### src/sha256bc_pkg.sv
package sha256bc_pkg;

  typedef logic [31:0] word_t;

  // eight working or chaining words, index 0 is a / h0
  typedef logic [0:7][31:0] hash_t;

  localparam int unsigned NumRounds = 64;
  localparam int unsigned RndW      = $clog2(NumRounds);

  // controls for the message schedule window
  typedef struct packed {
    logic push;
    logic step;
  } sched_ctrl_t;

  // controls for the round unit
  typedef struct packed {
    logic load;
    logic step;
  } round_ctrl_t;

  localparam hash_t InitHash = {
    32'h6a09e667, 32'hbb67ae85, 32'h3c6ef372, 32'ha54ff53a,
    32'h510e527f, 32'h9b05688c, 32'h1f83d9ab, 32'h5be0cd19
  };

  localparam word_t RoundK [NumRounds] = '{
    32'h428a2f98, 32'h71374491, 32'hb5c0fbcf, 32'he9b5dba5,
    32'h3956c25b, 32'h59f111f1, 32'h923f82a4, 32'hab1c5ed5,
    32'hd807aa98, 32'h12835b01, 32'h243185be, 32'h550c7dc3,
    32'h72be5d74, 32'h80deb1fe, 32'h9bdc06a7, 32'hc19bf174,
    32'he49b69c1, 32'hefbe4786, 32'h0fc19dc6, 32'h240ca1cc,
    32'h2de92c6f, 32'h4a7484aa, 32'h5cb0a9dc, 32'h76f988da,
    32'h983e5152, 32'ha831c66d, 32'hb00327c8, 32'hbf597fc7,
    32'hc6e00bf3, 32'hd5a79147, 32'h06ca6351, 32'h14292967,
    32'h27b70a85, 32'h2e1b2138, 32'h4d2c6dfc, 32'h53380d13,
    32'h650a7354, 32'h766a0abb, 32'h81c2c92e, 32'h92722c85,
    32'ha2bfe8a1, 32'ha81a664b, 32'hc24b8b70, 32'hc76c51a3,
    32'hd192e819, 32'hd6990624, 32'hf40e3585, 32'h106aa070,
    32'h19a4c116, 32'h1e376c08, 32'h2748774c, 32'h34b0bcb5,
    32'h391c0cb3, 32'h4ed8aa4a, 32'h5b9cca4f, 32'h682e6ff3,
    32'h748f82ee, 32'h78a5636f, 32'h84c87814, 32'h8cc70208,
    32'h90befffa, 32'ha4506ceb, 32'hbef9a3f7, 32'hc67178f2
  };

  function automatic word_t big_sigma0(input word_t x);
    return {x[1:0], x[31:2]} ^ {x[12:0], x[31:13]} ^ {x[21:0], x[31:22]};
  endfunction

  function automatic word_t big_sigma1(input word_t x);
    return {x[5:0], x[31:6]} ^ {x[10:0], x[31:11]} ^ {x[24:0], x[31:25]};
  endfunction

  function automatic word_t small_sigma0(input word_t x);
    return {x[6:0], x[31:7]} ^ {x[17:0], x[31:18]} ^ {3'b000, x[31:3]};
  endfunction

  function automatic word_t small_sigma1(input word_t x);
    return {x[16:0], x[31:17]} ^ {x[18:0], x[31:19]} ^ {10'b0, x[31:10]};
  endfunction

  function automatic word_t choose(input word_t e, input word_t f, input word_t g);
    return (e & f) ^ (~e & g);
  endfunction

  function automatic word_t majority(input word_t a, input word_t b, input word_t c);
    return (a & b) ^ (a & c) ^ (b & c);
  endfunction

endpackage

### src/sha256bc_in_if.sv
interface sha256bc_in_if;
  logic        valid;
  logic        ready;
  logic [31:0] message_word;
  logic        start_of_message;
  logic        end_of_message;

  modport source (output valid, output message_word, output start_of_message,
                  output end_of_message, input ready);
  modport sink (input valid, input message_word, input start_of_message,
                input end_of_message, output ready);
endinterface

### src/sha256bc_out_if.sv
interface sha256bc_out_if;
  logic        valid;
  logic        ready;
  logic [31:0] digest_word;
  logic [2:0]  digest_index;
  logic        digest_last;

  modport source (output valid, output digest_word, output digest_index,
                  output digest_last, input ready);
  modport sink (input valid, input digest_word, input digest_index,
                input digest_last, output ready);
endinterface

### src/sha256bc_sched.sv
module sha256bc_sched
  import sha256bc_pkg::*;
(
  input  logic        clk_i,
  input  sched_ctrl_t ctrl_i,
  input  word_t       word_i,
  output word_t       w_cur_o
);

  // sixteen-word window: entry 0 is the word for the current round
  word_t win_q [16];
  word_t w_next;

  // next schedule word from the window taps
  assign w_next = win_q[0] + small_sigma0(win_q[1]) + win_q[9] + small_sigma1(win_q[14]);

  always_ff @(posedge clk_i) begin
    if (ctrl_i.push || ctrl_i.step) begin
      for (int i = 0; i < 15; i++) begin
        win_q[i] <= win_q[i+1];
      end
      win_q[15] <= ctrl_i.push ? word_i : w_next;
    end
  end

  assign w_cur_o = win_q[0];

endmodule

### src/sha256bc_round.sv
module sha256bc_round
  import sha256bc_pkg::*;
(
  input  logic        clk_i,
  input  round_ctrl_t ctrl_i,
  input  hash_t       init_i,
  input  word_t       k_i,
  input  word_t       w_i,
  output hash_t       v_o
);

  hash_t v_q;
  word_t t1;
  word_t t2;

  // one compression round
  assign t1 = v_q[7] + big_sigma1(v_q[4]) + choose(v_q[4], v_q[5], v_q[6]) + k_i + w_i;
  assign t2 = big_sigma0(v_q[0]) + majority(v_q[0], v_q[1], v_q[2]);

  always_ff @(posedge clk_i) begin
    if (ctrl_i.load) begin
      v_q <= init_i;
    end else if (ctrl_i.step) begin
      v_q[7] <= v_q[6];
      v_q[6] <= v_q[5];
      v_q[5] <= v_q[4];
      v_q[4] <= v_q[3] + t1;
      v_q[3] <= v_q[2];
      v_q[2] <= v_q[1];
      v_q[1] <= v_q[0];
      v_q[0] <= t1 + t2;
    end
  end

  assign v_o = v_q;

endmodule

### src/sha256_block_compress_core.sv
// SHA-256 compression core fed with an already padded message, one 32-bit
// big-endian word per input transfer. A word that does not complete a block
// is taken without holding the input off. The sixteenth word of a block holds
// the input off for 64 rounds through the single round unit, one per cycle,
// then for a final step that adds the working words into the chaining value.
// A word with end_of_message set is followed by eight digest transfers,
// index 0 first; the first one is presented once the core has entered its
// emit state and registered the word, and the rest follow one per cycle
// while the sink is ready. No input is taken until the last digest word has
// been transferred.
module sha256_block_compress_core
  import sha256bc_pkg::*;
(
  input  logic   clk_i,
  input  logic   rst_ni,
  sha256bc_in_if.sink    in_i,
  sha256bc_out_if.source out_o
);

  typedef enum logic [1:0] {
    ST_IDLE,
    ST_ROUND,
    ST_FINAL,
    ST_EMIT
  } state_e;

  state_e          state_q, state_d;
  logic [3:0]      cnt_q, cnt_d;
  logic [RndW-1:0] rnd_q, rnd_d;
  logic            end_q, end_d;
  hash_t           chain_q, chain_d;
  logic [2:0]      idx_q, idx_d;
  logic            out_valid_q, out_valid_d;
  word_t           out_word_q, out_word_d;

  logic            in_xfer;
  logic [3:0]      cnt_base;
  sched_ctrl_t     sched_ctrl;
  round_ctrl_t     round_ctrl;
  word_t           w_cur;
  hash_t           v_cur;

  assign in_i.ready = (state_q == ST_IDLE);
  assign in_xfer    = in_i.valid && in_i.ready;

  sha256bc_sched u_sched (
    .clk_i   (clk_i),
    .ctrl_i  (sched_ctrl),
    .word_i  (in_i.message_word),
    .w_cur_o (w_cur)
  );

  sha256bc_round u_round (
    .clk_i  (clk_i),
    .ctrl_i (round_ctrl),
    .init_i (chain_q),
    .k_i    (RoundK[rnd_q]),
    .w_i    (w_cur),
    .v_o    (v_cur)
  );

  // sequencer next state
  always_comb begin
    state_d     = state_q;
    cnt_d       = cnt_q;
    rnd_d       = rnd_q;
    end_d       = end_q;
    chain_d     = chain_q;
    idx_d       = idx_q;
    out_valid_d = out_valid_q;
    out_word_d  = out_word_q;
    sched_ctrl  = '0;
    round_ctrl  = '0;
    cnt_base    = in_i.start_of_message ? 4'd0 : cnt_q;
    unique case (state_q)
      ST_IDLE: begin
        if (in_xfer) begin
          sched_ctrl.push = 1'b1;
          cnt_d = cnt_base + 4'd1;
          end_d = in_i.end_of_message;
          if (in_i.start_of_message) begin
            chain_d = InitHash;
          end
          if (&cnt_base) begin
            // block complete: load working words and start the rounds
            round_ctrl.load = 1'b1;
            rnd_d   = '0;
            state_d = ST_ROUND;
          end else if (in_i.end_of_message) begin
            // partial block is dropped
            cnt_d   = '0;
            idx_d   = '0;
            state_d = ST_EMIT;
          end
        end
      end
      ST_ROUND: begin
        sched_ctrl.step = 1'b1;
        round_ctrl.step = 1'b1;
        rnd_d = rnd_q + 1'b1;
        if (&rnd_q) begin
          state_d = ST_FINAL;
        end
      end
      ST_FINAL: begin
        for (int i = 0; i < 8; i++) begin
          chain_d[i] = chain_q[i] + v_cur[i];
        end
        if (end_q) begin
          cnt_d   = '0;
          idx_d   = '0;
          state_d = ST_EMIT;
        end else begin
          state_d = ST_IDLE;
        end
      end
      ST_EMIT: begin
        if (!out_valid_q) begin
          out_valid_d = 1'b1;
          out_word_d  = chain_q[idx_q];
        end else if (out_o.ready) begin
          if (&idx_q) begin
            out_valid_d = 1'b0;
            state_d     = ST_IDLE;
          end else begin
            idx_d      = idx_q + 1'b1;
            out_word_d = chain_q[idx_q + 1'b1];
          end
        end
      end
      default: state_d = ST_IDLE;
    endcase
  end

  // state and registered outputs
  always_ff @(posedge clk_i or negedge rst_ni) begin
    if (!rst_ni) begin
      state_q     <= ST_IDLE;
      cnt_q       <= '0;
      rnd_q       <= '0;
      end_q       <= 1'b0;
      chain_q     <= InitHash;
      idx_q       <= '0;
      out_valid_q <= 1'b0;
      out_word_q  <= '0;
    end else begin
      state_q     <= state_d;
      cnt_q       <= cnt_d;
      rnd_q       <= rnd_d;
      end_q       <= end_d;
      chain_q     <= chain_d;
      idx_q       <= idx_d;
      out_valid_q <= out_valid_d;
      out_word_q  <= out_word_d;
    end
  end

  assign out_o.valid        = out_valid_q;
  assign out_o.digest_word  = out_word_q;
  assign out_o.digest_index = idx_q;
  assign out_o.digest_last  = &idx_q;

  // no input is taken while a digest word is pending
  assert property (@(posedge clk_i) disable iff (!rst_ni)
    out_o.valid |-> !in_i.ready)
    else $error("input ready while digest pending");

  // a block-completing word stalls the input for the rounds
  assert property (@(posedge clk_i) disable iff (!rst_ni)
    (in_xfer && !in_i.start_of_message && cnt_q == 4'd15) |=> !in_i.ready)
    else $error("input ready right after block completion");

  // the last digest transfer ends the digest burst
  assert property (@(posedge clk_i) disable iff (!rst_ni)
    (out_o.valid && out_o.ready && out_o.digest_last) |=> (!out_o.valid && in_i.ready))
    else $error("digest burst did not end after last word");

  // digest words come out in index order
  assert property (@(posedge clk_i) disable iff (!rst_ni)
    (out_o.valid && out_o.ready && !out_o.digest_last)
      |=> (out_o.valid && out_o.digest_index == $past(out_o.digest_index) + 3'd1))
    else $error("digest index out of order");

endmodule
### src/flat_wrapper.sv
// flat-port wrapper written by rule: the top's interface ports become plain ports
module sha256_block_compress_core_flat import sha256bc_pkg::*;
  (clk_i, rst_ni, in_i_valid, in_i_message_word, in_i_start_of_message, in_i_end_of_message, in_i_ready, out_o_valid, out_o_digest_word, out_o_digest_index, out_o_digest_last, out_o_ready);
  sha256bc_in_if in_i_i ();
  sha256bc_out_if out_o_i ();
  input  logic clk_i;
  input  logic rst_ni;
  input wire logic [$bits(in_i_i.valid)-1:0] in_i_valid;
  input wire logic [$bits(in_i_i.message_word)-1:0] in_i_message_word;
  input wire logic [$bits(in_i_i.start_of_message)-1:0] in_i_start_of_message;
  input wire logic [$bits(in_i_i.end_of_message)-1:0] in_i_end_of_message;
  output wire logic [$bits(in_i_i.ready)-1:0] in_i_ready;
  output wire logic [$bits(out_o_i.valid)-1:0] out_o_valid;
  output wire logic [$bits(out_o_i.digest_word)-1:0] out_o_digest_word;
  output wire logic [$bits(out_o_i.digest_index)-1:0] out_o_digest_index;
  output wire logic [$bits(out_o_i.digest_last)-1:0] out_o_digest_last;
  input wire logic [$bits(out_o_i.ready)-1:0] out_o_ready;
  assign in_i_i.valid = in_i_valid;
  assign in_i_i.message_word = in_i_message_word;
  assign in_i_i.start_of_message = in_i_start_of_message;
  assign in_i_i.end_of_message = in_i_end_of_message;
  assign in_i_ready = in_i_i.ready;
  assign out_o_valid = out_o_i.valid;
  assign out_o_digest_word = out_o_i.digest_word;
  assign out_o_digest_index = out_o_i.digest_index;
  assign out_o_digest_last = out_o_i.digest_last;
  assign out_o_i.ready = out_o_ready;
  sha256_block_compress_core u_core (.clk_i(clk_i), .rst_ni(rst_ni), .in_i(in_i_i), .out_o(out_o_i));
endmodule
### config.mk
export PLATFORM = sky130hd
export DESIGN_NAME = sha256_block_compress_core_flat
export DESIGN_NICKNAME = d
export VERILOG_FILES = /design/src/sha256bc_pkg.sv /design/src/sha256bc_in_if.sv /design/src/sha256bc_out_if.sv /design/src/sha256bc_sched.sv /design/src/sha256bc_round.sv /design/src/sha256_block_compress_core.sv /design/src/flat_wrapper.sv
export SDC_FILE = /design/constraint.sdc
export NUM_CORES = 2
export LEC_CHECK = 0
export BUFFER_PORTS_ARGS = -buffer_cell sky130_fd_sc_hd__buf_2
export CAP_MARGIN = 20
export CORE_ASPECT_RATIO = 1.1
export CORE_MARGIN = 5
export CORE_UTILIZATION = 25
export DETAILED_ROUTE_END_ITERATION = 16
export PLACE_DENSITY = 0.47
export SYNTH_ARGS = -nofsm -noshare
export SYNTH_HDL_FRONTEND = slang
export SYNTH_HIERARCHICAL = 1
export SYNTH_SLANG_ARGS = --single-unit
### constraint.sdc
create_clock -name clk_i -period 12.5 [get_ports clk_i]
set_input_delay 2.5 -clock clk_i [delete_from_list [all_inputs] [get_ports clk_i]]
set_output_delay 2.5 -clock clk_i [all_outputs]
set_load 0.02 [all_outputs]
==> impl_metrics.tcl <==
set metrics [dict create \
    status "finished, final reports clean" \
    finalClockSkew_ns 0.0768 \
    yosysTopAreaCell "edfxtp_1" \
    clock_latency_ns 0.82 \
    start_util_pct 25.1 \
    muxShareOfSynthArea_pct 9.14 \
    syn_nets 7181 \
    cts_buffer_depth 4 \
    hp-class "reg2reg" \
    crit_arrival_ns 11.72 \
    path_max_fanout 21 \
    finalSetupViolCount 0 \
    grt_pass1_vias 51800 \
    cts_resized 0 \
    rsz0062_at_grt "false" \
    port_buffers 75 \
    final_util_pct 28.2 \
    routedWlPerCell_um 24.1 \
    synth-compound-area-share_pct 15.5 \
    drt-initial-drc-count 4328 \
    fmax_mhz 90.2 \
    grt_first_pass_wirelength_um 360000 \
    netlist_instances 6556 \
    crit_path_frequent_cell "fa_1" \
    wl_um 249000 \
    crit_family "adder cells" \
    cts.sinks 1073 \
    fin_tns_setup_ns 0 \
    cts_hold_buffers 0 \
    core_sq_mm 0.286 \
    cts.clk_slew.worst_paths_ns 0.06 \
    root_buffer "clkbuf_16" \
    synth_simple_gate_area_share_pct 9.16 \
    area.growth.synth_to_final_pct 12.3 \
    tightest_slew_ns 1.04 \
    gr-usage-all-layers_pct 16.2 \
    cts_buffers 145 \
    overflow 0 \
    design.die.area_sq_mm 0.298 \
    synth_seq_cells 1073 \
    timing_hold_violations_final 0 \
    start_kind "register" \
    num-nets-final 7137 \
    row_count 206 \
    syn_avg_cell_area_sq_um 10.9 \
    slew_headroom_pct 30.5 \
    antenna_found_initial 2 \
    vias_per_cell 5.02 \
    ioPinCount 76 \
    die_h_um 572 \
    cp-end-kind "register" \
    crit_slowest_cell "dfrtp_1" \
    synth_top_flop_cell "edfxtp_1" \
    synthXorXnorAreaFrac_pct 6.74 \
    cts_tree "built" \
    synthTopCellsByArea "edfxtp_1, ha_1, dfrtp_1" \
    crit_buf_inv 6 \
    min_period_ns 11.09 \
    synth_seq_area_share_pct 43.0 \
    dr_total_vias 52100 \
    startpoint "u_core/rnd_q[1]" \
    path_class "reg2reg" \
    syn-cell-area_sq_mm 0.0718 \
    synthArstFlopShare_pct 28.4 \
    cp.required_ns 13.13 \
    dr.pass1.iters 5 \
    ant_nets 0 \
    cts_setup_buffers 0 \
    htree_levels 4 \
    cap_violations 0 \
    hpwlAfterDp_um 186000 \
    synth-edff-count 768 \
    ys_types 115 \
    r2r_start "u_core/rnd_q[1]" \
    drive_gt1_share_pct 14.9 \
    min-delay-start "u_core/u_sched/win_q[1][79]" \
    gp_congestion 0.927 \
    synth_warnings 6 \
    dieWidth_um 521 \
    min_period_over_period_pct 88.7 \
    report.final.slew_viol_count 0 \
    r2r_slack_ns 1.41 \
    grt_max_degree 184 \
    synth_top_family_by_area "compound AO/OA/AOI/OAI gates" \
    synth_top_area_share_pct 32.1 \
    synthAdderAreaFrac_pct 12.3 \
    drc 0 \
    slowest_delay_ns 0.84 \
]
-- path summary, 6_finish.rpt --
check,end,cells after the start
worst min register to register,u_core/u_sched/win_q[1][47],0
worst max-delay path,u_core/u_round/v_o[255],35
min in group asynchronous,u_core/chain_q[155],1
max in group asynchronous,u_core/chain_q[109],3
worst max register to register,u_core/u_round/v_o[255],35
worst min-delay path,u_core/u_sched/win_q[1][47],0
-- routing by layer --
metal | GRT usage, % | vias to the layer above | wire length, um
met3 | 1.78 | 393 | 10500
met5 | 0 | - | 0
met1 | 21.0 | 26300 | 108000
li1 | - | 23900 | -
met2 | 27.6 | 1470 | 121000
met4 | 6.25 | 0 | 10600
-- cell families (layout without fill, tap and decap cells) --
kind of cell / Yosys count / count (layout)
flip-flops: 1073 / 1073
buffers and inverters: 758 / 818
XOR/XNOR: 549 / 549
adder cells (fa/ha/maj): 589 / 589
other: 0 / 2
AND/OR/NAND/NOR: 1387 / 1387
multiplexers: 450 / 450
AO/OA/AOI/OAI: 1750 / 1750
-- area by class of cell --
cell class                 instances  area, sq um
sequential                      1073        30900
clock inverter                    55          475
timing repair buffer             155         1070
inverter                         412         1550
multi-input combinational       4725        38000
fill                           29500       205000
antenna                            2         5.00
tap                             3744         4680
clock buffer                     196         3980
-- cells in the mapped netlist, drive strengths merged, types with 18 or more instances --
| cell type | number |
|---|---|
| a211o | 19 |
| a211oi | 93 |
| a21boi | 18 |
| a21o | 221 |
| a21oi | 532 |
| a221oi | 18 |
| a31oi | 57 |
| and2 | 20 |
| and3 | 45 |
| buf | 84 |
| clkbuf | 262 |
| dfrtp | 169 |
| dfstp | 136 |
| edfxtp | 768 |
| fa | 195 |
| ha | 392 |
| inv | 409 |
| mux2 | 265 |
| mux2i | 47 |
| mux4 | 138 |
| nand2 | 419 |
| nand2b | 53 |
| nand3 | 111 |
| nand4 | 39 |
| nor2 | 398 |
| nor2b | 76 |
| nor3 | 90 |
| nor4 | 18 |
| o211ai | 36 |
| o21a | 41 |
| o21ai | 460 |
| o21bai | 42 |
| o31ai | 38 |
| or2 | 22 |
| or3 | 28 |
| xnor2 | 349 |
| xor2 | 199 |
-- state kept, by name, summed over array words and instances (netlist names), 2 cells and up --
name,flops
u_core/chain_q,256
u_core/cnt_q,4
u_core/out_o.digest_index,3
u_core/out_o.digest_word,32
u_core/rnd_q,6
u_core/state_q,2
u_core/u_round/v_o,256
u_core/u_sched/win_q,512
-- stage by stage --
| stage | setup slack [ns] | area, sq um | cells | hold WS, ns |
|---|---|---|---|---|
| after floorplan | 2.15 | 71800 | 6556 | 0.400 |
| after global placement | 1.84 | 76100 | 10100 | 0.400 |
| after detailed placement | 1.58 | 76100 | 10100 | 0.405 |
| after CTS | 1.55 | 80600 | 10400 | 0.396 |
| after global routing | 0.838 | 80600 | 10400 | 0.406 |
| final | 1.41 | 80600 | 10400 | 0.395 |
-- layout by cell type, fill, tap and decap left out, drive strengths merged, types with 17 or more instances in the layout --
cell    netlist  final
fa          195    195
dfrtp       169    169
o31ai        38     38
ha          392    392
nand4        39     39
nor4         18     18
xor2        199    199
a21oi       532    532
mux2        265    265
nor3b        17     17
buf          84    155
edfxtp      768    768
nand3       111    111
and2         20     20
and3         45     45
o211ai       36     36
a221oi       18     18
xnor2       349    349
nor3         90     90
inv         409    413
a21o        221    221
o21a         41     41
nor2        398    398
dfstp       136    136
nand2       419    419
a21boi       18     18
a31oi        57     57
mux2i        47     47
a211oi       93     93
a211o        19     19
nand2b       53     53
or3          28     28
mux4        138    138
or2          22     22
clkinv        3     43
nor2b        76     76
clkbuf      262    196
o21bai       42     42
o21ai       460    460
Power is left out: the tool's default activity adds up to more than one toggle a clock period on the data nets, which glitch-free logic cannot reach.
